<file path="src/sv/cra_pkg.sv">
// Shared types and constants for the range-sum counter array.
// No dependencies; imported by the cell, the sequencer and the top level.
package cra_pkg;

  localparam int SIZE       = 256;
  localparam int COUNT_BITS = 16;
  localparam int IDX_W      = 8;
  localparam int TOTAL_W    = 24;
  localparam int STEP_W     = (SIZE > 1) ? $clog2(SIZE) : 1;
  localparam int CMP_W      = (IDX_W > STEP_W) ? IDX_W : STEP_W;
  localparam int SUM_W      = ((TOTAL_W > COUNT_BITS) ? TOTAL_W : COUNT_BITS) + 1;

  localparam logic [TOTAL_W-1:0] TOTAL_MAX = {TOTAL_W{1'b1}};

  localparam logic CMD_INC = 1'b0;
  localparam logic CMD_SUM = 1'b1;

  typedef logic [COUNT_BITS-1:0] count_t;
  typedef logic [STEP_W-1:0]     step_t;
  typedef logic [IDX_W-1:0]      idx_t;
  typedef logic [TOTAL_W-1:0]    total_t;

  typedef enum logic [1:0] {
    ST_IDLE,
    ST_SWEEP,
    ST_FLUSH
  } state_t;

  // Control broadcast from the sequencer to every cell.
  typedef struct packed {
    logic shift;
    logic inc;
    idx_t inc_index;
  } cell_ctrl_t;

endpackage

</file>
<file path="src/sv/cra_cell.sv">
// One saturating counter cell of the ring.
// Depends on cra_pkg.
module cra_cell (
  input  logic                clk,
  input  logic                rst,
  input  cra_pkg::cell_ctrl_t ctrl,
  input  logic                hit,
  input  cra_pkg::count_t     prev,
  output cra_pkg::count_t     value
);
  import cra_pkg::*;

  count_t value_next;

  always_comb begin
    value_next = value;
    if (ctrl.shift) begin
      value_next = prev;
    end else if (ctrl.inc && hit && (value != {COUNT_BITS{1'b1}})) begin
      value_next = value + count_t'(1);
    end
  end

  always_ff @(posedge clk) begin
    if (rst) begin
      value <= '0;
    end else begin
      value <= value_next;
    end
  end

endmodule

</file>
<file path="config.mk">
export PLATFORM = sky130hd
export DESIGN_NAME = cra_cell
export DESIGN_NICKNAME = d
export VERILOG_FILES = /design/src/sv/cra_pkg.sv /design/src/sv/cra_cell.sv
export SDC_FILE = /design/constraint.sdc
export NUM_CORES = 1
export LEC_CHECK = 0
export ABC_AREA = 1
export CORE_MARGIN = 10
export CORE_UTILIZATION = 56
export CTS_CLUSTER_DIAMETER = 50
export DETAILED_ROUTE_END_ITERATION = 8
export DONT_BUFFER_PORTS = 1
export MAX_ROUTING_LAYER = met4
export PLACE_DENSITY = 0.84
export SLEW_MARGIN = 30
export SYNTH_ARGS = -nofsm -noshare
export SYNTH_HDL_FRONTEND = slang
export SYNTH_SLANG_ARGS = --single-unit
export TNS_END_PERCENT = 50
</file>
<file path="constraint.sdc">
create_clock -name clk -period 1.4 [get_ports clk]
set_input_delay 0.14 -clock clk [delete_from_list [all_inputs] [get_ports clk]]
set_output_delay 0.14 -clock clk [all_outputs]
set_load 0.02 [all_outputs]
</file>
### Word level (Yosys, flattened, before mapping)

Index checks and enable logic that the tools add are counted.

| word-level totals | value |
|---|---|
| register bits | 16 |
| bits of input ports | 29 |
| output and inout port bits | 16 |
| logic and storage cells | 8 |

| operators by class | value |
|---|---|
| $add $sub $neg | 1 |
| equal/unequal tests | 1 |
| muxes and demuxes | 2 |
| reductions and logical operators | 3 |

Operators by type and width:

| operator | count |
|---|---|
| 16-bit two-way mux | 2 |
| 16-bit by 1-bit adder with 16-bit output, second input constant | 1 |
| 16-bit inequality test, second input constant | 1 |
| 1-bit logical AND | 2 |
| 2-bit nonzero test | 1 |

### Depth between registers and ports, before layout

Gate-level depths: netlist (run 1).

| depth | value |
|---|---|
| depth in word-level cells | 4 |
| gate-level depth with buffers | 11 |
| gate-level depth less buffers | 11 |

### Least setup slack after synthesis (run 1)

Ideal clock, no wire load.

| timing | value |
|---|---|
| path kind | register to register |
| start | register value[0] |
| end | register value[4] |
| library setup time | 0.068 ns |
| data arrival time | 1.630 ns |
| required time | 1.332 ns |
| slack | -0.297 ns |
| stages on the path, launching flop included | 10 |
| path buffers | 0 |
| clock period less this slack | 1.697 ns |
| cells stage by stage | dfxtp_1 -> ha_1 -> nand2_1 -> nor2_4 -> nand2_4 -> o21bai_4 -> nand2_4 -> clkinv_4 -> nand2_1 -> a21oi_2 |

| on the way | value |
|---|---|
| longest elaborated chain between the ends | 3 |
| elaborated cells on any way between the ends | 6 |
| those cells by class | add/sub (1); eq/ne (1); mux (2); reduce/logical (2) |

Ends and longest elaborated chain:

| element | RTL line | RTL |
|---|---|---|
| start, declared | cra_cell.sv:9 | `output cra_pkg::count_t value` |
| start signal, assigned | cra_cell.sv:28 | `value <= value_next;` |
| 16-bit by 1-bit adder with 16-bit output or 16-bit inequality test (tied branches) | cra_cell.sv:20, cra_cell.sv:19 |  |
| 16-bit two-way mux or 1-bit logical AND (tied branches) | cra_cell.sv:19 | `end else if (ctrl.inc && hit && (value != {COUNT_BITS{1'b1}})) begin` |
| 16-bit two-way mux or 2-bit nonzero test (tied branches) | -- |  |

Several ways; a longest one is shown, not always the timed one. The select of a mux whose other input is x is not followed.
A chain may end at the register's enable or synchronous reset.

### Final worst setup path (run 1)

| timing | value |
|---|---|
| start | register value[1] |
| end | register value[3] |

The elaborated chain is that of the path after synthesis.

==> flow_metrics.py, run 1 <==
metrics = {
    "timing": {
        "holdWs_ns": 0.03350,
        "slew_violations": 0,
        "max_freq_mhz": 668.2,
        "final.setup.worst_slack_ns": -0.09660,
        "clock_skew_ns": 0.001476,
        "timing.slew.headroom_pct": 71.39,
        "finalHoldViolations": 0,
        "fin_tns_setup_ns": -1.075,
        "rsz0062_at_grt": "true",
        "final-setup-viol-count": 16,
        "min_period_ns": 1.497,
        "period_share_pct": 106.9,
        "worst_slew_pin_slew_ns": 0.4278,
    },
    "setup_path": {
        "worst_setup_path_end_kind": "register",
        "crit_path_start_kind": "register",
        "reg2reg_from": "value[1]",
        "critical-path-top-cell-by-count": "nand2_4",
        "worstPathCellList": "ha_4, nand2_4, nor2_4, nand2_4, o21bai_4, nand2_4, clkinv_4, nand2_1, a21oi_1",
        "required_ns": 1.63,
        "timing.critical_path.max_delay_family": "simple AND/OR/NAND/NOR gates",
        "cp_num_buf_inv": 1,
        "worst_path_max_delay_cell": "dfxtp_4",
        "critical_path.max_fanout": 7,
        "max_stage_delay_ns": 0.38,
        "crit_type": "register to register",
        "setup.worst_path.start": "value[1]",
        "timing.critical_path.arrival_ns": 1.73,
    },
    "clock_tree": {
        "clock_network_latency_to_the_later_pin_of_the_worst_skew_pair_ns": 0.30,
        "cts.sink_count": 16,
        "cts_made_buffers": 3,
        "h_tree_level_count": 1,
        "clock_tree.root_cell": "clkbuf_4",
        "clk_pin_slew_ns": 0.10,
        "cts.path.max_buffers": 2,
        "tritoncts": "built",
    },
    "die": {
        "floorplan.initialDensity_pct": 59.79,
        "die_height_um": 66,
        "die_x_um": 66,
        "core-area_um2": 1982,
        "rows": 16,
        "design.die.area_um2": 4356,
        "num_io_pins": 45,
    },
    "global_routing": {
        "gr-total-overflow": 0,
        "globalRouteTotalUtil_pct": 20.01,
        "grt_pass1_vias": 1498,
        "grt_max_degree": 20,
        "global_route_wire_length_before_repair_um": 6727,
        "initial_antenna_violation_count": 0,
    },
    "detailed_routing": {
        "dr.pass1.iters": 6,
        "routed-via-count": 1523,
        "antenna_left": 0,
        "route.detailed.drc": 0,
        "first_iter_violations": 130,
        "wirelength_met1_um": 1542,
        "met2RoutedLength_um": 2258,
        "routedWlPerCell_um": 16.44,
        "total_length_of_routed_wires_um": 4291,
        "wl_met3_um": 347,
        "highest-signal-layer": "met4",
        "vias_per_cell": 5.835,
    },
    "run_status": {
        "failed_checks": "setup timing",
        "status": "complete, but fails checks",
    },
    "final_layout": {
        "fin_nets": 265,
        "post_layout_nonfiller_instances": 261,
        "area_growth_syn_to_layout_pct": 39.18,
        "layout_top_registers": "value x16",
        "registers.top_by_ff_count": "value",
        "largest_reg_flops": 16,
        "diodes": 0,
        "drive_gt1_share_pct": 35.47,
        "finish.utilization_pct": 83.21,
        "final.fill_count": 119,
    },
    "synth": {
        "synth.avg_cell_area_um2": 5.895,
        "synth.cell_area_um2": 1185,
        "yosysWarnings": 0,
        "synth.distinct_cells": 24,
        "yosysSeqAreaShare_pct": 27.03,
        "ys_ff_latch": 16,
        "postSynthNetCount": 231,
        "postSynthCellCount": 201,
    },
    "placement": {
        "placed_cells": 256,
        "io_buffer_count": 0,
        "gpl.final_weighted_congestion": 0.8700,
        "hpwlAfterDp_um": 3097,
    },
    "flow_run": {
        "cap_violations": 0,
    },
    "power_and_ir_drop": {
        "p_per_area_nw_per_um2": 660.4,
        "ir_worst_vdd_v": 0.0006188,
        "standby_leakage_power_nw": 0.7598,
    },
    "hold_path": {
        "class_of_the_most_critical_hold_timing_path": "primary input to register",
        "worstHoldStart": "prev[0]",
    },
}
==> Yosys cell counts (all sizes together) <==
master	instances	area, µm²
ha	1	12.51
nor3	2	10.01
xor2	2	17.52
nor2	23	103.9
nand2	84	332.8
clkinv	1	8.760
o21bai	4	41.29
a21oi	9	56.31
dfxtp	16	320.3
o21ai	5	25.02
nand3	25	125.1
inv	18	67.56
nand4	4	25.02
buf	2	8.750
nor3b	1	7.510
clkbuf	2	7.510
a21boi	2	15.01
==> cells in the final DEF (no fill, tap or decap), types with 6 or more instances in the layout <==
| master | n |
|---|---|
| buf_4 | 28 |
| nor2_1 | 13 |
| nand2_1 | 73 |
| dfxtp_2 | 10 |
| inv_1 | 17 |
| nand3_2 | 6 |
| nand3_1 | 19 |
| nand2_2 | 6 |
| a21oi_1 | 6 |
==> routing by layer <==
metal  vias up  GRT usage [%]
met4         0          11.78
met5         -              -
li1        707              -
met2        83          33.57
met3        18          6.441
met1       715          19.94
==> where the power goes <==
part           internal [mW]  total [mW]  switching [mW]
Sequential             0.486       0.514          0.0282
Combinational          0.122       0.302           0.180
Clock                  0.104       0.273           0.169
==> repair_timing <==
action | 4_1_cts | 5_1_grt
gates resized for setup | 14 | 17
hold buffers | 1 | 0
pin swaps | 8 | 7
setup endpoints to repair | 16 | 16
buffers inserted | 0 | 0
endpoints found under the hold margin | 8 | 0
==> layout make-up <==
cell class                 count  area (µm²)  area share, %
tap                           27       33.78          2.049
clock buffer                   3       22.52          1.366
clock inverter                 1       3.754         0.2276
sequential                    16       340.3          20.64
multi-input combinational    162       898.4          54.48
inverter                      19       76.32          4.628
timing repair buffer          33       274.0          16.62
==> per-stage QoR <==
step,power [mW],setup slack (ns),instance area (µm²)
final,1.089,-0.09660,1649
after global routing,1.142,-0.1771,1649
after CTS,1.067,-0.07709,1590
after detailed placement,0.7904,-0.09822,1503
after global placement,0.7735,-0.01807,1503
after floorplan,0.6967,-0.05582,1232
==> logic make-up (layout without fill, tap and decap cells) <==
group / Yosys count / in the layout / synth area share (%)
AO/OA/AOI/OAI: 20 / 20 / 11.62
XOR/XNOR: 2 / 2 / 1.479
adder cells (fa/ha/maj): 1 / 1 / 1.056
buffers and inverters: 23 / 56 / 7.813
flip-flops: 16 / 16 / 27.03
AND/OR/NAND/NOR: 139 / 139 / 51.00
==> worst reg2reg max path: stages, from the launching register on <==
cell,delay [ns]
dfxtp_4,0.38
ha_4,0.16
nand2_4,0.06
nor2_4,0.15
nand2_4,0.09
o21bai_4,0.18
nand2_4,0.12
clkinv_4,0.10
nand2_1,0.06
a21oi_1,0.13
==> worst paths after layout <==
path,cells past startpoint,endpoint,slack [ns]
max reg2reg,9,value[3],-0.1
max,9,value[3],-0.1
min,2,value[0],0.03
min reg2reg,2,value[6],0.50
No activity file was read; power rests on OpenSTA's default activity.
==> inputs of run 2 (changes only) <==
- CORE_ASPECT_RATIO: default -> 1.25
- RECOVER_POWER: default -> 50
- TNS_END_PERCENT: 50 -> 1
==> run 2 against run 1 <==
Compared with the run above:
- critical path type unchanged
- die area up 0.26%
- critical endpoint is now value[0]
- the flow still finishes with violations (setup timing)
- first-iteration DRC count down 6.2%
- clock skew increased by 0.0051 ns
==> flow_metrics.py, run 2 (synthesized netlist as in run 1, its figures left out) <==
metrics = {
    "setup_path": {
        "critical_path.max_fanout": 3,
        "crit_type": "register to register",
        "worstPathCellList": "nand2_1, nor2_1, nand2_2, o21bai_4, buf_6, xor2_1, a21oi_1",
        "max_stage_delay_ns": 0.36,
        "worst_setup_path_end_kind": "register",
        "timing.critical_path.arrival_ns": 1.70,
        "required_ns": 1.57,
        "worst_path_max_delay_cell": "dfxtp_1",
        "crit_path_start_kind": "register",
    },
    "timing": {
        "holdWs_ns": 0.03767,
        "finalHoldViolations": 0,
        "min_period_ns": 1.526,
        "period_share_pct": 109.0,
        "slew_violations": 0,
        "final-setup-viol-count": 16,
        "timing.slew.headroom_pct": 63.72,
        "final.setup.worst_slack_ns": -0.1261,
        "rsz0062_at_grt": "true",
        "max_freq_mhz": 655.3,
        "worst_slew_pin_slew_ns": 0.5436,
        "clock_skew_ns": 0.006623,
    },
    "placement": {
        "hpwlAfterDp_um": 2836,
        "io_buffer_count": 0,
        "placed_cells": 249,
        "gpl.final_weighted_congestion": 0.8990,
    },
    "global_routing": {
        "globalRouteTotalUtil_pct": 19.39,
        "initial_antenna_violation_count": 0,
        "gr-total-overflow": 0,
        "grt_max_degree": 20,
        "grt_pass1_vias": 1501,
        "global_route_wire_length_before_repair_um": 6555,
    },
    "clock_tree": {
        "clock_network_latency_to_the_later_pin_of_the_worst_skew_pair_ns": 0.30,
        "cts.sink_count": 16,
        "cts_made_buffers": 3,
        "h_tree_level_count": 1,
        "tritoncts": "built",
        "clk_pin_slew_ns": 0.11,
        "cts.path.max_buffers": 2,
        "clock_tree.root_cell": "clkbuf_4",
    },
    "die": {
        "die_height_um": 71.43,
        "num_io_pins": 45,
        "floorplan.initialDensity_pct": 59.11,
        "design.die.area_um2": 4367,
        "rows": 18,
        "core-area_um2": 2004,
        "die_x_um": 61.14,
    },
    "detailed_routing": {
        "vias_per_cell": 5.996,
        "wirelength_met1_um": 1464,
        "routed-via-count": 1535,
        "antenna_left": 0,
        "route.detailed.drc": 0,
        "routedWlPerCell_um": 16.24,
        "total_length_of_routed_wires_um": 4158,
        "highest-signal-layer": "met4",
        "met2RoutedLength_um": 2164,
        "wl_met3_um": 431,
        "first_iter_violations": 122,
        "dr.pass1.iters": 5,
    },
    "final_layout": {
        "area_growth_syn_to_layout_pct": 33.79,
        "fin_nets": 267,
        "layout_top_registers": "value x16",
        "final_common_cell": "nand2_1",
        "final.fill_count": 145,
        "drive_gt1_share_pct": 31.36,
        "layout.area.seq_um2": 341.6,
        "registers.top_by_ff_count": "value",
        "diodes": 0,
        "multi_input_area_um2": 840.8,
        "mostFrequentLayoutCells": "nand2_1 (77), buf_4 (30), nand3_1 (24)",
        "largest_reg_flops": 16,
        "post_layout_nonfiller_instances": 256,
    },
    "run_status": {
        "failed_checks": "setup timing",
        "status": "complete, but fails checks",
    },
    "power_and_ir_drop": {
        "p_per_area_nw_per_um2": 708.9,
        "ir_worst_vdd_v": 0.0006388,
        "totalPowerFinal_mw": 1.124,
        "standby_leakage_power_nw": 0.7199,
    },
    "hold_path": {
        "class_of_the_most_critical_hold_timing_path": "primary input to register",
    },
    "flow_run": {
        "cap_violations": 0,
    },
}
## run 2: per-stage QoR
step	TNS, ns	setup slack (ns)	util, %	area [µm²]
after detailed placement	-0.4126	-0.07160	73.60	1475
after global routing	-2.195	-0.1733	79.09	1585
final	-1.140	-0.1261	79.09	1585
after global placement	-0.07369	-0.02063	73.60	1475
after CTS	-0.6004	-0.08482	77.59	1555
after floorplan	-0.4507	-0.05930	-	1226
## run 2: per-layer routing
metal | track usage, % | vias to the layer above
li1 | - | 716
met4 | 11.70 | 0
met1 | 20.20 | 711
met3 | 4.762 | 12
met2 | 31.52 | 96
met5 | - | -
## run 2: where the power goes
| part | switching (mW) | total (mW) | internal [mW] |
|---|---|---|---|
| sequential | 0.0288 | 0.514 | 0.485 |
| clock | 0.178 | 0.337 | 0.159 |
| combinational | 0.167 | 0.273 | 0.107 |
## run 2: path summary, 6_finish.rpt
kind	slack [ns]	to	cells past startpoint	start
hold reg to reg	0.52	value[5]	2	value[5]
setup / recovery	-0.13	value[0]	7	value[13]
setup reg to reg	-0.13	value[0]	7	value[13]
hold / removal	0.04	value[10]	4	prev[10]
## run 2: layout make-up
cell class	count	area share, %
clock buffers	4	2.289
inverters	19	4.815
multi-input cells	162	53.04
flip-flops and latches	16	21.55
well taps	20	1.579
repair buffers	35	16.73
## run 2: worst max-delay path: cells and delay by family (launching register included)
family	cells	cell delay, ns
xor+xnor	1	0.16
simple gates	3	0.42
flops	1	0.36
compound gates	2	0.32
buf+inv	1	0.13
## run 2: repair_timing
item | 4_1_cts | 5_1_grt
hold buffers | 1 | 0
buffers inserted | 1 | 1
endpoints found under the setup margin | 16 | 16
resized for setup | 10 | 10
pin swaps | 9 | 3
hold endpoints to repair | 8 | 0
==> inputs of run 3 (changes only) <==
- CORE_UTILIZATION: 56 -> 55
- PLACE_DENSITY: 0.84 -> 0.8
- clock period: 1.4 -> 1.5 ns (I/O delays scaled with it)
==> run 3 against run 2 <==
Compared with the run above:
- the run now ends clean
- routed wire length decreased by 11%
- register-to-register slack improved by 0.13 ns
- critical path depth grew 2
- fmax rose by 1.7%
- count of clock-buffer cells in the layout unchanged
- utilization fell by 2.9 points
- power shrank 13%
- sequential cell count stayed put
==> flow_metrics.py, run 3 (synthesized netlist as in run 1, its figures left out) <==
metrics = {
    "setup_path": {
        "worst_setup_path_end_kind": "register",
        "critical_path.max_fanout": 6,
        "timing.critical_path.arrival_ns": 1.74,
        "crit_path_start_kind": "register",
        "required_ns": 1.74,
        "crit_type": "register to register",
    },
    "die": {
        "die_height_um": 71.90,
        "floorplan.initialDensity_pct": 59.11,
        "die_x_um": 61.52,
        "num_io_pins": 45,
        "rows": 18,
        "core-area_um2": 2004,
        "design.die.area_um2": 4423,
    },
    "clock_tree": {
        "cts.sink_count": 16,
        "tritoncts": "built",
        "cts_made_buffers": 3,
        "cts.path.max_buffers": 2,
        "h_tree_level_count": 1,
        "post-cts-setup-buffer-count": 0,
        "clock_network_latency_to_the_later_pin_of_the_worst_skew_pair_ns": 0.30,
        "clock_tree.root_cell": "clkbuf_4",
        "clk_pin_slew_ns": 0.11,
    },
    "detailed_routing": {
        "route.detailed.drc": 0,
        "vias_per_cell": 5.647,
        "first_iter_violations": 69,
        "total_length_of_routed_wires_um": 3683,
        "dr.pass1.iters": 4,
        "routed-via-count": 1423,
        "antenna_left": 0,
        "routedWlPerCell_um": 14.62,
    },
    "flow_run": {
        "cap_violations": 0,
    },
    "placement": {
        "hpwlAfterDp_um": 2743,
        "io_buffer_count": 0,
        "gpl.final_weighted_congestion": 0.8979,
    },
    "timing": {
        "clock_skew_ns": 0.01450,
        "final-setup-viol-count": 0,
        "slew_violations": 0,
        "fin_tns_setup_ns": 0,
        "worst_slew_pin_slew_ns": 0.5834,
        "finalHoldViolations": 0,
        "rsz0062_at_grt": "true",
        "period_share_pct": 99.99,
        "min_period_ns": 1.500,
        "timing.slew.headroom_pct": 61.06,
        "max_freq_mhz": 666.7,
    },
    "global_routing": {
        "gr-total-overflow": 0,
        "globalRouteTotalUtil_pct": 17.21,
        "initial_antenna_violation_count": 0,
        "global_route_wire_length_before_repair_um": 5968,
        "grt_pass1_vias": 1360,
        "grt_max_degree": 20,
    },
    "final_layout": {
        "diodes": 0,
        "registers.top_by_ff_count": "value",
        "largest_reg_flops": 16,
        "layout_top_registers": "value x16",
        "drive_gt1_share_pct": 26.29,
        "final_common_cell": "nand2_1",
        "area_growth_syn_to_layout_pct": 28.83,
        "mostFrequentLayoutCells": "nand2_1 (78), buf_4 (28), nand3_1 (25)",
        "fin_nets": 263,
    },
    "power_and_ir_drop": {
        "p_per_area_nw_per_um2": 642.6,
        "ir_worst_vdd_v": 0.0006245,
        "standby_leakage_power_nw": 0.6898,
        "totalPowerFinal_mw": 0.9808,
    },
    "run_status": {
        "status": "completed",
    },
    "hold_path": {
        "class_of_the_most_critical_hold_timing_path": "primary input to register",
    },
}
[run 3: changes by cell type in the layout (fill, tap and decap cells not counted), moves of 2 or more]
cell,delta
buf_4,-2
buf_6,-2
dfxtp_1,+3
dfxtp_2,-2
nor2_1,+2
nor2_2,-3
[run 3: path summary, 6_finish.rpt]
check / startpoint / slack [ns] / cells after the start / to
worst max-delay path: value[5] / 0.0001 / 9 / value[9]
worst min-delay path: prev[0] / 0.03 / 2 / value[0]
worst max register to register: value[5] / 0.0001 / 9 / value[9]
worst min register to register: value[3] / 0.51 / 2 / value[3]
[run 3: area by class of cell]
type	instances	area (µm²)
fillers	165	478.0
inverters	19	76.32
multi-input cells	162	835.8
clock buffers	4	26.28
repair buffers	31	227.7
well taps	20	25.02
flip-flops and latches	16	335.3
[run 3: metrics by stage]
| step | area (µm²) | setup slack (ns) | instances | hold slack, ns | utilization, % |
|---|---|---|---|---|---|
| detailed placement | 1443 | -0.1237 | 247 | 0.2158 | 71.97 |
| finish | 1526 | 0.0001483 | 252 | 0.03341 | 76.15 |
| floorplan | 1209 | 0.006432 | 201 | 0.3418 | - |
| CTS | 1485 | 0.01111 | 252 | 0.04320 | 74.09 |
| global placement | 1443 | -0.1145 | 247 | 0.2145 | 71.97 |
| global route | 1526 | -0.09819 | 252 | 0.07213 | 76.15 |
[run 3: routing by layer]
metal	routed length [µm]	share of wire (%)	global-route usage, %
met5	0	0	-
met4	91	2.5	6.468
met3	267	7.2	4.704
met2	1896	51	28.69
met1	1427	39	18.70
[run 3: repair_timing]
action,CTS,global route
endpoints found under the setup margin,7,16
hold buffers,1,0
pin swaps,1,0
hold endpoints to repair,8,0
gates resized for setup,2,17
[run 3: report_power, final]
part           total (mW)  internal [mW]  switching, mW
clock network       0.253          0.104          0.149
registers           0.476          0.452         0.0235
logic               0.252         0.0984          0.154
total               0.981          0.655          0.326
[run 3: critical path, stage by stage, from the launching register on]
cell	delay [ns]
dfxtp_2	0.40
nand2_2	0.11
nor2_4	0.18
nand2_4	0.10
o21bai_4	0.19
buf_4	0.16
nand3_1	0.07
nand2_1	0.09
nor2_1	0.04
nor2_1	0.10
