===== config.mk =====
export PLATFORM = sky130hd
export DESIGN_NAME = cra_sweep
export DESIGN_NICKNAME = d
export VERILOG_FILES = /design/src/sv/cra_pkg.sv /design/src/sv/cra_sweep.sv
export SDC_FILE = /design/constraint.sdc
export NUM_CORES = 1
export LEC_CHECK = 0
export BUFFER_PORTS_ARGS = -buffer_cell sky130_fd_sc_hd__clkbuf_2
export CORE_MARGIN = 2
export CORE_UTILIZATION = 45
export DETAILED_ROUTE_END_ITERATION = 10
export PLACE_DENSITY = 0.71
export REMOVE_ABC_BUFFERS = 1
export SLEW_MARGIN = 30
export SYNTH_ARGS = -nofsm -noshare
export SYNTH_HDL_FRONTEND = slang
export SYNTH_SLANG_ARGS = --single-unit

===== constraint.sdc =====
create_clock -name clk -period 3.7 [get_ports clk]
set_input_delay 0.37 -clock clk [delete_from_list [all_inputs] [get_ports clk]]
set_output_delay 0.37 -clock clk [all_outputs]
set_load 0.005 [all_outputs]

===== src/sv/cra_pkg.sv =====
// Shared types and constants for the range-sum counter array.
// No dependencies; imported by the cell, the sequencer and the top level.
package cra_pkg;

  localparam int SIZE       = 256;
  localparam int COUNT_BITS = 16;
  localparam int IDX_W      = 8;
  localparam int TOTAL_W    = 24;
  localparam int STEP_W     = (SIZE > 1) ? $clog2(SIZE) : 1;
  localparam int CMP_W      = (IDX_W > STEP_W) ? IDX_W : STEP_W;
  localparam int SUM_W      = ((TOTAL_W > COUNT_BITS) ? TOTAL_W : COUNT_BITS) + 1;

  localparam logic [TOTAL_W-1:0] TOTAL_MAX = {TOTAL_W{1'b1}};

  localparam logic CMD_INC = 1'b0;
  localparam logic CMD_SUM = 1'b1;

  typedef logic [COUNT_BITS-1:0] count_t;
  typedef logic [STEP_W-1:0]     step_t;
  typedef logic [IDX_W-1:0]      idx_t;
  typedef logic [TOTAL_W-1:0]    total_t;

  typedef enum logic [1:0] {
    ST_IDLE,
    ST_SWEEP,
    ST_FLUSH
  } state_t;

  // Control broadcast from the sequencer to every cell.
  typedef struct packed {
    logic shift;
    logic inc;
    idx_t inc_index;
  } cell_ctrl_t;

endpackage


===== src/sv/cra_sweep.sv =====
// Sequencer and accumulator: takes items, walks the ring for sum queries,
// holds the result register. Depends on cra_pkg.
module cra_sweep (
  input  logic                clk,
  input  logic                rst,
  input  logic                s_tvalid,
  output logic                s_tready,
  input  logic [23:0]         s_tdata,
  input  logic                s_tuser,
  output logic                m_tvalid,
  input  logic                m_tready,
  output logic [23:0]         m_tdata,
  output logic                m_tuser,
  input  cra_pkg::count_t     head,
  output cra_pkg::cell_ctrl_t ctrl
);
  import cra_pkg::*;

  state_t state, state_next;
  step_t  step;
  idx_t   lo, hi;
  total_t acc, acc_next;
  logic   err;

  idx_t   in_index, in_lo, in_hi;
  logic   accept, bound_bad, in_range, last_step, out_free, load;
  logic [SUM_W-1:0] sum;

  assign in_index = s_tdata[IDX_W-1:0];
  assign in_lo    = s_tdata[2*IDX_W-1:IDX_W];
  assign in_hi    = s_tdata[3*IDX_W-1:2*IDX_W];

  assign accept    = s_tvalid && s_tready;
  assign bound_bad = (32'(in_lo) >= 32'(SIZE)) || (32'(in_hi) >= 32'(SIZE));
  assign in_range  = (CMP_W'(step) >= CMP_W'(lo)) && (CMP_W'(step) <= CMP_W'(hi));
  assign last_step = (step == STEP_W'(SIZE - 1));
  assign out_free  = !m_tvalid || m_tready;

  // Saturating add of the counter at the ring head when its step is in range.
  assign sum      = SUM_W'(acc) + SUM_W'(in_range ? head : count_t'(0));
  assign acc_next = (sum > SUM_W'(TOTAL_MAX)) ? TOTAL_MAX : sum[TOTAL_W-1:0];

  always_comb begin
    state_next     = state;
    s_tready       = 1'b0;
    load           = 1'b0;
    ctrl.shift     = 1'b0;
    ctrl.inc       = 1'b0;
    ctrl.inc_index = in_index;
    unique case (state)
      ST_IDLE: begin
        s_tready = 1'b1;
        if (s_tvalid) begin
          if (s_tuser == CMD_SUM) begin
            state_next = bound_bad ? ST_FLUSH : ST_SWEEP;
          end else begin
            ctrl.inc = (32'(in_index) < 32'(SIZE));
          end
        end
      end
      ST_SWEEP: begin
        ctrl.shift = 1'b1;
        if (last_step) begin
          state_next = ST_FLUSH;
        end
      end
      ST_FLUSH: begin
        if (out_free) begin
          load       = 1'b1;
          state_next = ST_IDLE;
        end
      end
      default: state_next = ST_IDLE;
    endcase
  end

  always_ff @(posedge clk) begin
    if (rst) begin
      state    <= ST_IDLE;
      m_tvalid <= 1'b0;
    end else begin
      state <= state_next;
      if (load) begin
        m_tvalid <= 1'b1;
      end else if (m_tready) begin
        m_tvalid <= 1'b0;
      end
    end
  end

  always_ff @(posedge clk) begin
    if (accept && (s_tuser == CMD_SUM)) begin
      lo   <= in_lo;
      hi   <= in_hi;
      step <= '0;
      acc  <= '0;
      err  <= bound_bad;
    end else if (ctrl.shift) begin
      step <= step + step_t'(1);
      acc  <= acc_next;
    end
    if (load) begin
      m_tdata <= 24'(acc);
      m_tuser <= err;
    end
  end

endmodule


# Word level (Yosys, flattened, before mapping)
# Cells that the tools add are included.
[totals]
latchBits = 0
inputBits = 45
output_inout_bits = 37
romBits = 0
elab_cells = 43
ramBits = 0
ff_bits = 75
n_memories = 0
[classes]
magnitude_cmp = 3
muxes = 16
add_sub_neg = 2
shifts = 0
bitwise_logic = 0
reduce_logical = 8
n_eq_ne = 7
n_div = 0
n_mul = 0
[op_table]
columns = ["operator", "count"]
rows = [
  ["adder 24 x 16 -> 25 bit", 1],
  ["> comparator 25 x 24 -> 1 bit, second input constant", 1],
  ["two-way mux 24 bit", 1],
  ["two-way mux 16 bit", 1],
  ["two-way mux 1 bit", 9],
  ["adder 8 x 1 -> 8 bit, second input constant", 1],
  ["== test 8 bit, second input constant", 1],
  [">= comparator 8 bit", 1],
  ["<= comparator 8 bit", 1],
  ["two-way mux 2 bit", 4],
  ["!= test 2 bit, second input constant", 4],
  ["one-hot mux 2 bit (3 select lines)", 1],
  ["AND reduction 4 bit", 1],
  ["logical AND 1 bit", 3],
  ["== test 2 x 1 -> 1 bit, second input constant", 1],
  ["== test 2 bit, second input constant", 1],
  ["logical NOT 2 bit", 1],
  ["nonzero test 2 bit", 1],
  ["logical NOT 1 bit", 1],
  ["logical OR 1 bit", 1],
]

# Logic depth before layout (Yosys ltp)
# Gate-level depths: netlist of run 1.
[logic_depth]
ltp_word = 6
mapped_depth = 22

# Worst setup path after synthesis of run 1
# No wires, ideal clock.
[synth_path]
path_type = "reg2reg"
startpoint = "register step[5]"
endpoint = "register acc[21]"
path_stages_with_launch = 20
period_less_slack_ps = 3992
path_buffers = 2
setup_time_ps = 91
arrival_ps = 3901
path_slack_ps = -292
path_cell_list = "dfxtp_1 -> ha_1 -> a21o_1 -> a21o_1 -> a21oi_1 -> o21a_1 -> a2bb2oi_1 -> clkbuf_1 -> and2_1 -> ha_1 -> inv_1 -> fa_1 -> nand2b_1 -> a21o_1 -> a31o_2 -> and4_4 -> or2_1 -> buf_6 -> and2_1 -> a311oi_1"
[synth_via]
elab_chain_cells = 6
[synth_rtl]
columns = ["item", "line_no", "text"]
rows = [
  ["start: declaration", "cra_sweep.sv:20", "step_t step;"],
  ["start signal: assignment", "cra_sweep.sv:99", "step <= step + step_t'(1);"],
  [">= comparator 8 bit / <= comparator 8 bit (equally long branches)", "cra_sweep.sv:35", "assign in_range = (CMP_W'(step) >= CMP_W'(lo)) && (CMP_W'(step) <= CMP_W'(hi));"],
  ["logical AND 1 bit (*)", "cra_sweep.sv:35", ""],
  ["two-way mux 16 bit (*)", "cra_sweep.sv:40", "assign sum = SUM_W'(acc) + SUM_W'(in_range ? head : count_t'(0));"],
  ["adder 24 x 16 -> 25 bit (*)", "cra_sweep.sv:40", ""],
  ["> comparator 25 x 24 -> 1 bit", "cra_sweep.sv:41", "assign acc_next = (sum > SUM_W'(TOTAL_MAX)) ? TOTAL_MAX : sum[TOTAL_W-1:0];"],
  ["two-way mux 24 bit (*)", "cra_sweep.sv:41", ""],
  ["end signal: assignment", "cra_sweep.sv:100", "acc <= acc_next;"],
  ["end: declaration", "cra_sweep.sv:22", "total_t acc, acc_next;"],
]
# Mark *: on every way between the ends. The rest lies on a longest branch, timed or not.
# A chain may end at the register's enable or synchronous reset.

# Final worst setup path of run 1
[layout_path]
startpoint = "register hi[1]"
endpoint = "register acc[17]"
[layout_via]
elab_chain_cells = 6
[layout_rtl]
columns = ["item", "line_no", "text"]
rows = [
  ["start: declaration", "cra_sweep.sv:21", "idx_t lo, hi;"],
  ["start signal: assignment", "cra_sweep.sv:94", "hi <= in_hi;"],
  ["<= comparator 8 bit (*)", "cra_sweep.sv:35", ""],
  ["logical AND 1 bit (*)", "cra_sweep.sv:35", ""],
  ["two-way mux 16 bit (*)", "cra_sweep.sv:40", ""],
  ["adder 24 x 16 -> 25 bit (*)", "cra_sweep.sv:40", ""],
  ["> comparator 25 x 24 -> 1 bit", "cra_sweep.sv:41", ""],
  ["two-way mux 24 bit (*)", "cra_sweep.sv:41", ""],
]
# Marked as above.

==> flow_summary_export.csv, run 1 <==
group,metric,value,unit
drt,drtIter0Drc,116,
yosys,synth_top_area_cell,"edfxtp_1",
clock_tree,cts_tree,"yes",
final_layout,layout-drive-gt1-share,0.349,
sta,hold_violations,0,
run_status,status,"finished with violations",
drt,firstDrtPassIters,4,
sta,skew,0.0104,ns
sta,rsz0062_at_grt,"true",
yosys,synth_top_area_share,0.307,
placed_design,dp_hpwl,6.16,mm
final_layout,mostFrequentLayoutCell,"clkbuf_2",
clock_tree,numCtsBuffers,9,
sta,setup_viol,1,
worst_setup_path,crit_fanout,6,
drt,vias,3145,
worst_setup_path,start_kind,"register",
yosys,synth.distinct_cells,50,
final_layout,layout_common_cells,"64 x clkbuf_2, 40 x edfxtp_1, 35 x dfxtp_1, 30 x a21oi_1, 29 x buf_4",
clock_tree,root_buffer,"clkbuf_8",
power,seq_power_share,0.463,
final_layout,area_growth,28.1,%
placed_design,gp_congestion,0.837,
floorplanning,core_region_area,0.00859,sq mm
grt,grt_max_degree,29,
drt,wl_per_cell,15.1,um
clock_tree,clockBufferDepth,2,
yosys,yosys_warnings,0,
drt,viasPerCell,5.41,
drt,ant_nets,0,
worst_setup_path,crit_chain,"inv_2, ha_4, nor2b_4, o21ai_1, nand2b_1, a21oi_2, o21a_1, a2bb2oi_4, and2_4, ha_4, inv_2, fa_2, nand2b_4, a21o_1, a31o_2, and4_4, or2_4, buf_6, a31oi_1, o21a_1",
placed_design,place_ws,-0.178,ns
grt,grt_use_total,0.181,
final_layout,antenna_cells,0,
yosys,syn-mean-instance-area,10.3,sq um
power,combPwrFrac,0.186,
power,cellPowerDensity,439,mW/mm^2
power,leakagePower,2.16,nW
min_path,hold_class,"in -> reg",
yosys,netlist_instances,379,
worst_setup_path,worstPathRequired,3.99,ns
sta,period_needed,3.72,ns
yosys,ys.flop_type,"edfxtp_1",
drt,wirelength,8.77,mm
worst_setup_path,critPathSlowestCell,"edfxtp_1",
yosys,seq_area_frac_synth,0.485,
power,irDropWorstVdd,0.205,mV
yosys,synthTopCellsByArea,"edfxtp_1 31%, dfxtp_1 18%, ha_1 11%",
clock_tree,cts_sinks,75,
worst_setup_path,end_kind,"register",
power,switching_share,0.268,
floorplanning,chipWidth,97.3,um
grt,grt_pass1_vias,3162,
floorplanning,die_h,97.3,um
floorplanning,start_util,0.456,
power,p_int,1.61,mW
clock_tree,clock_latency,0.34,ns
floorplanning,die_area,0.00947,sq mm
grt,met1_usage,0.221,
grt,top_usage_layer,"met2",
yosys,synthesis.area,0.00392,sq mm
run_status,violations,"setup timing",
sta,timing.final.ws_setup,-0.0156,ns
grt,grt_pass1_wl,14.1,mm
floorplanning,rows,34,
sta,max_freq,0.269,GHz
placed_design,io_buffers,64,
worst_setup_path,slowest_delay,0.39,ns
power,power,2.21,mW
worst_setup_path,worst-path-buf-inv,3,
clock_tree,htreeDepth,3,
power,p_sw,0.591,mW
yosys,synth-edff-count,40,
sta,timing.final.crit_share,1.00,
grt,antenna_found_initial,0,
worst_setup_path,crit_type,"reg -> reg",
power,p_clk_frac,0.351,
run,max_cap_violations,0,
worst_setup_path,arrival,4.01,ns
clock_tree,hold_buffers,0,
sta,final_max_slew_viol_count,0,
clock_tree,path_clk_slew,0.08,ns
floorplanning,pin_count,82,
drt,drc,0,
yosys,ys_ff_latch,75,
grt,grtUsageMet2,0.318,
grt,overflow,0,
final_layout,nets,547,
grt,grt_use_met3,0.0532,
yosys,async_flop_share,0,
worst_setup_path,cp_top_family,"compound AO/OA/AOI/OAI gates",
==> cell families after synthesis <==
family                   share of synthesized area
AO/OA/AOI/OAI                                0.170
AND/OR/NAND/NOR                              0.142
flip-flops                                   0.485
buffers and inverters                       0.0488
adder cells (fa/ha/maj)                      0.110
XOR/XNOR                                    0.0425
other                                     0.000957
==> metal layers <==
| layer | vias to the layer above | share of wire |
|---|---|---|
| li1 | 1541 | - |
| met1 | 1507 | 0.42 |
| met2 | 85 | 0.52 |
| met3 | 12 | 0.050 |
| met4 | 0 | 0.013 |
| met5 | - | 0 |
==> layout make-up <==
| cell class | instances | area [sq um] |
|---|---|---|
| Fill cell | 754 | 3570 |
| Multi-Input combinational cell | 266 | 2080 |
| Clock inverter | 7 | 125 |
| Tap cell | 108 | 135 |
| Clock buffer | 9 | 124 |
| Inverter | 19 | 71.3 |
| Sequential cell | 75 | 1900 |
| Timing Repair Buffer | 97 | 583 |
==> cells in the mapped netlist (all sizes together), types with 19 or more instances <==
cell	number
and2	19
edfxtp	40
a21oi	36
ha	33
dfxtp	35
nor2	24
o21ai	28
inv	19
nand2	19
==> metrics by stage <==
stage	util	std cells	setup TNS [ns]	hold slack, ns	cell area (sq um)
2_1_floorplan	-	360	-3.03	0.431	3800
3_3_place_gp	0.521	561	-0.166	0.445	4470
3_5_place_dp	0.521	561	-1.78	0.443	4470
4_1_cts	0.554	578	-0.0245	0.188	4760
5_1_grt	0.584	581	-1.27	0.184	5020
6_report	0.584	581	-0.0156	0.199	5020
==> power by group through the flow <==
stage          Clock (mW)  Sequential [mW]  Combinational, mW
3_5_place_dp            0             1.03              0.357
3_3_place_gp            0             1.03              0.347
6_report            0.773             1.02              0.411
4_1_cts             0.787             1.01              0.369
2_1_floorplan           0             1.02              0.226
5_1_grt             0.825             1.03              0.461
==> path summary, 6_finish.rpt <==
check / startpoint / end / slack [ns] / cells past startpoint
max: hi[1] / acc[17] / -0.02 / 20
max reg2reg: hi[1] / acc[17] / -0.02 / 20
min: s_tdata[20] / hi[4] / 0.20 / 1
min reg2reg: acc[10] / m_tdata[10] / 0.47 / 0
==> sequential cells by signal, indices dropped and copies added (netlist names) <==
name      cells
m_tdata      24
m_tvalid      1
lo            8
hi            8
state         2
step          8
acc          24
==> repair_timing <==
item / in CTS / in global routing
setup buffers: 1 / 3
endpoints found under the hold margin: 0 / 0
gates cloned: 0 / 0
pin swaps: 2 / 17
gates resized for setup: 10 / 45
setup endpoints to repair: 24 / 24
Note: power is estimated with default switching activity, not from simulation.
==> inputs of run 2 (changes only) <==
--- a/config.mk
+++ b/config.mk
@@ -7,9 +7,9 @@
 export LEC_CHECK = 0
 export BUFFER_PORTS_ARGS = -buffer_cell sky130_fd_sc_hd__clkbuf_2
 export CORE_MARGIN = 2
-export CORE_UTILIZATION = 45
+export CORE_UTILIZATION = 28
 export DETAILED_ROUTE_END_ITERATION = 10
-export PLACE_DENSITY = 0.71
+export PLACE_DENSITY = 0.49
 export REMOVE_ABC_BUFFERS = 1
 export SLEW_MARGIN = 30
 export SYNTH_ARGS = -nofsm -noshare
==> flow_summary_export.csv, run 2 (same netlist as run 1, synthesis figures left out) <==
group,metric,value,unit
run_status,status,"complete, no violations",
clock_tree,clockBufferDepth,2,
final_layout,area_growth,35.8,%
placed_design,gp_congestion,0.816,
placed_design,dp_cells,646,
floorplanning,pin_count,82,
worst_setup_path,crit_chain,"inv_2, ha_4, nor2b_4, o21ai_1, nand2b_1, a21oi_2, o21a_1, a2bb2oi_2, buf_6, and2_4, ha_4, inv_2, fa_2, nand2b_4, a21o_1, a31o_4, and4_4, or2_4, buf_6, a31oi_4, o21a_1",
grt,grt_pass1_vias,3138,
clock_tree,numCtsBuffers,9,
worst_setup_path,timing.rr.start,"hi[1]",
power,cellPowerDensity,467,mW/mm^2
drt,drc,0,
worst_setup_path,crit_fanout,7,
grt,grt_use_total,0.134,
sta,setup_viol,0,
final_layout,top_regs,"acc: 24 flops, m_tdata: 24 flops",
final_layout,antenna_cells,0,
clock_tree,htreeDepth,3,
drt,drtIter0Drc,120,
sta,rsz0062_at_grt,"true",
grt,grt_pass1_wl,15.4,mm
drt,viasPerCell,4.67,
final_layout,mostFrequentLayoutCell,"clkbuf_2",
floorplanning,die_area,0.0150,sq mm
placed_design,io_buffers,64,
final_layout,fillCellCount,1416,
worst_setup_path,cp_top_family,"compound AO/OA/AOI/OAI gates",
final_layout,nets,557,
min_path,hold_path_depth,1,
clock_tree,path_clk_slew,0.06,ns
clock_tree,cts_tree,"yes",
power,leakagePower,2.27,nW
grt,grt_max_degree,29,
drt,wirelength,9.48,mm
worst_setup_path,slowest_delay,0.38,ns
sta,final_max_slew_viol_count,0,
grt,grtUsageMet2,0.218,
worst_setup_path,start_kind,"register",
clock_tree,root_buffer,"clkbuf_16",
final_layout,layout_common_cells,"64 x clkbuf_2, 40 x edfxtp_1, 38 x buf_4, 34 x dfxtp_1, 28 x a21oi_1",
sta,hold_violations,0,
clock_tree,hold_buffers,0,
floorplanning,chipWidth,122,um
worst_setup_path,critPathSlowestCell,"edfxtp_1",
grt,antenna_found_initial,0,
power,irDropWorstVdd,0.228,mV
sta,skew,0.00659,ns
drt,ant_nets,0,
floorplanning,rows,43,
min_path,hold_class,"in -> reg",
worst_setup_path,end_kind,"register",
worst_setup_path,crit_type,"reg -> reg",
worst_setup_path,r2r-end,"acc[17]",
min_path,hold_end,"lo[1]",
power,power,2.48,mW
drt,firstDrtPassIters,4,
final_layout,register_area,0.00190,sq mm
worst_setup_path,arrival,3.98,ns
sta,timing.final.crit_share,0.995,
grt,top_usage_layer,"met2",
clock_tree,cts_sinks,75,
drt,wl_per_cell,14.3,um
sta,relSlewSlack,0.660,
worst_setup_path,ff2ff_path_depth,21,
drt,vias,3095,
floorplanning,die_h,122,um
grt,overflow,0,
worst_setup_path,worstPathRequired,3.99,ns
sta,max_freq,0.272,GHz
clock_tree,clock_latency,0.35,ns
sta,tightestPinTransition,0.510,ns
run,max_cap_violations,0,
min_path,hp-start,"s_tdata[9]",
worst_setup_path,ff2ff_setup_slack,0.02,ns
grt,grt_use_met3,0.0418,
floorplanning,core_region_area,0.0138,sq mm
final_layout,stdcell_count,663,
worst_setup_path,worst-path-buf-inv,4,
final_layout,multi_input_area,0.00211,sq mm
placed_design,dp_hpwl,6.78,mm
final_layout,layout-drive-gt1-share,0.360,
grt,met1_usage,0.166,
floorplanning,start_util,0.285,
sta,period_needed,3.68,ns
[run 2: cell types whose count changed in the layout (fill, tap and decap cells not counted), sizes merged]
cell / previous run / this run
buf: 33 / 43
clkinv: 1 / 3
clkinvlp: 2 / 1
inv: 20 / 19
[run 2: layout make-up]
class                           instances  area share
Timing Repair Buffer                  107       0.126
Multi-Input combinational cell        266       0.397
Clock buffer                            9      0.0423
Sequential cell                        75       0.358
Tap cell                              180      0.0423
Inverter                               19      0.0134
Clock inverter                          7      0.0219
[run 2: timing repair]
action / 4_1_cts / 5_1_grt
endpoints found under the hold margin: 0 / 0
pin swaps: 9 / 21
endpoints found under the setup margin: 24 / 24
gates resized for setup: 22 / 32
setup buffers: 0 / 1
[run 2: how the worst max path moves through the flow]
stage | cells past startpoint | to | start
floorplan | 17 | acc[21] | step[5]
global route | 21 | acc[17] | hi[1]
finish | 21 | acc[17] | hi[1]
detailed placement | 19 | acc[21] | hi[5]
CTS | 21 | acc[17] | hi[1]
global placement | 19 | acc[21] | hi[5]
[run 2: worst reg2reg max path, stage by stage, from the launching register on]
cell and delay [ns]:
edfxtp_1 0.38, inv_2 0.08, ha_4 0.19, nor2b_4 0.12
o21ai_1 0.13, nand2b_1 0.08, a21oi_2 0.12, o21a_1 0.14
a2bb2oi_2 0.17, buf_6 0.14, and2_4 0.15, ha_4 0.13
inv_2 0.03, fa_2 0.33, nand2b_4 0.15, a21o_1 0.19
a31o_4 0.23, and4_4 0.19, or2_4 0.28, buf_6 0.14
a31oi_4 0.16, o21a_1 0.12
[run 2: layer usage]
metal,vias to the layer above,wire length [um]
met4,0,178
met5,-,0
met3,15,417
met1,1444,4410
met2,71,4480
li1,1565,-
[run 2: through the flow]
stage	setup WS, ns	hold slack, ns	util	setup TNS [ns]	area (sq um)
5_1_grt	-0.131	0.185	0.386	-1.21	5320
3_3_place_gp	-0.172	0.448	0.339	-1.37	4670
4_1_cts	0.0000195	0.183	0.371	0	5110
2_1_floorplan	-0.403	0.431	-	-3.03	3800
3_5_place_dp	-0.253	0.454	0.339	-2.54	4670
6_report	0.0193	0.199	0.386	0	5320
[run 2: report_power, final]
group | switching (mW) | total (mW) | internal [mW]
clock | 0.353 | 1.01 | 0.657
sequential | 0.0608 | 1.03 | 0.964
combinational | 0.219 | 0.448 | 0.228
total | 0.633 | 2.48 | 1.85
==> inputs of run 3 (changes only) <==
--- a/config.mk
+++ b/config.mk
@@ -7,9 +7,9 @@
 export LEC_CHECK = 0
 export BUFFER_PORTS_ARGS = -buffer_cell sky130_fd_sc_hd__clkbuf_2
 export CORE_MARGIN = 2
-export CORE_UTILIZATION = 28
+export CORE_UTILIZATION = 40
 export DETAILED_ROUTE_END_ITERATION = 10
-export PLACE_DENSITY = 0.49
+export PLACE_DENSITY = 0.65
 export REMOVE_ABC_BUFFERS = 1
 export SLEW_MARGIN = 30
 export SYNTH_ARGS = -nofsm -noshare
==> flow_summary_export.csv, run 3 (same netlist as run 1, synthesis figures left out) <==
group,metric,value,unit
run_status,status,"complete, no violations",
worst_setup_path,ff2ff_path_depth,19,
power,switching_share,0.282,
sta,timing.final.crit_share,0.988,
sta,max_freq,0.273,GHz
worst_setup_path,ff2ff_setup_slack,0.04,ns
worst_setup_path,arrival,3.94,ns
clock_tree,hold_buffers,0,
clock_tree,cts_sinks,75,
grt,grt_max_degree,26,
sta,period_needed,3.66,ns
floorplanning,pin_count,82,
worst_setup_path,worstPathRequired,3.99,ns
floorplanning,die_area,0.0106,sq mm
clock_tree,cts_tree,"yes",
drt,met3WireLength,354,um
drt,routed.top_layer,"met4",
drt,vias,3114,
drt,wl_met2,4.39,mm
final_layout,register_area,0.00190,sq mm
drt,firstDrtPassIters,4,
final_layout,antenna_cells,0,
final_layout,layout-drive-gt1-share,0.321,
final_layout,layout_common_cells,"64 x clkbuf_2, 40 x edfxtp_1, 36 x buf_4, 34 x dfxtp_1, 30 x a21oi_1",
drt,wirelength,8.78,mm
worst_setup_path,timing.rr.start,"hi[5]",
power,cellPowerDensity,413,mW/mm^2
drt,ant_nets,0,
sta,final_max_slew_viol_count,0,
sta,skew,0.00881,ns
worst_setup_path,crit_start,"hi[5]",
clock_tree,path_clk_slew,0.08,ns
placed_design,gp_congestion,0.828,
clock_tree,clockBufferDepth,2,
drt,wl_per_cell,14.4,um
drt,drc,0,
placed_design,io_buffers,64,
clock_tree,root_buffer,"clkbuf_8",
grt,grt_pass1_wl,14.0,mm
run,max_cap_violations,0,
floorplanning,rows,36,
worst_setup_path,start_kind,"register",
power,p_int,1.47,mW
placed_design,place_ws,-0.201,ns
drt,met1_length,3.90,mm
grt,antenna_found_initial,0,
sta,tightestPinTransition,0.640,ns
worst_setup_path,end_kind,"register",
floorplanning,chipWidth,103,um
floorplanning,start_util,0.407,
grt,grt_use_total,0.171,
final_layout,multi_input_area,0.00201,sq mm
drt,drtIter0Drc,74,
floorplanning,die_h,103,um
sta,relSlewSlack,0.571,
sta,hold_violations,0,
min_path,hold_class,"in -> reg",
power,irDropWorstVdd,0.237,mV
power,leakagePower,2.16,nW
worst_setup_path,r2r-end,"acc[17]",
final_layout,top_regs,"acc: 24 flops, m_tdata: 24 flops",
sta,tns,0,ns
power,power,2.04,mW
sta,setup_viol,0,
power,p_sw,0.577,mW
final_layout,design_area,0.00495,sq mm
power,seq_power_share,0.497,
clock_tree,numCtsBuffers,9,
final_layout,fillCellCount,916,
power,combPwrFrac,0.202,
final_layout,mostFrequentLayoutCell,"clkbuf_2",
placed_design,dp_hpwl,6.43,mm
worst_setup_path,crit_type,"reg -> reg",
power,p_clk_frac,0.301,
placed_design,post_dp_cell_area,0.00455,sq mm
grt,grt_pass1_vias,3092,
sta,rsz0062_at_grt,"true",
clock_tree,clock_latency,0.35,ns
grt,overflow,0,
sta,timing.final.ws_setup,0.0433,ns
final_layout,nets,551,
final_layout,fin_util,0.513,
clock_tree,htreeDepth,3,
drt,viasPerCell,5.10,
floorplanning,core_region_area,0.00964,sq mm
final_layout,area_growth,26.3,%
worst_setup_path,cp-endpoint,"acc[17]",
worst_setup_path,crit_fanout,7,
run 3: stage by stage:
stage	instances	hold WS, ns
final	610	0.195
after detailed placement	592	0.449
after CTS	608	0.180
after global routing	610	0.173
after global placement	592	0.450
after floorplan	360	0.431
run 3: worst min-delay path by stage:
stage                      startpoint           to  slack, ns  depth (start not counted)
after floorplan                acc[0]   m_tdata[0]       0.43                          0
after global placement        acc[10]  m_tdata[10]       0.45                          0
after detailed placement      acc[12]  m_tdata[12]       0.45                          0
after CTS                 s_tdata[23]        hi[7]       0.18                          1
after global routing      s_tdata[23]        hi[7]       0.17                          1
final                     s_tdata[23]        hi[7]       0.20                          1
run 3: power groups by stage:
stage	logic, mW	registers (mW)	clock network, mW
floorplan	0.226	1.02	0
global placement	0.361	1.03	0
detailed placement	0.372	1.03	0
CTS	0.378	1.01	0.631
global route	0.465	1.03	0.663
finish	0.413	1.02	0.615
run 3: critical path: stages (launching register included):
cell and delay [ns]:
edfxtp_1 0.37, inv_1 0.09, ha_4 0.20, a21o_1 0.15, a21o_1 0.18, a21oi_2 0.11, o21a_1 0.14, a2bb2oi_2 0.19
and2_1 0.16, ha_2 0.18, inv_2 0.04, fa_2 0.35, nand2b_4 0.15, a21o_1 0.19, a31o_4 0.22, and4_4 0.18
or2_4 0.26, buf_6 0.13, a31oi_4 0.14, o21a_1 0.15
run 3: cell type report:
class | count | area share
inverters | 19 | 0.0144
flip-flops and latches | 75 | 0.385
well taps | 133 | 0.0336
clock buffers | 9 | 0.0250
multi-input cells | 266 | 0.407
clock inverters | 7 | 0.0137
repair buffers | 101 | 0.122
run 3: what timing repair did:
item                                    4_1_cts  5_1_grt
resized for setup                             9       27
cloned                                        0        0
pin swaps                                     1       15
endpoints found under the setup margin       18       24
endpoints found under the hold margin         0        0
buffers inserted                              0        2
run 3: routing by layer:
metal,global-route usage,up-vias
met3,0.0515,12
met2,0.297,79
li1,-,1547
met1,0.200,1476
met5,0,-
met4,0.0628,0
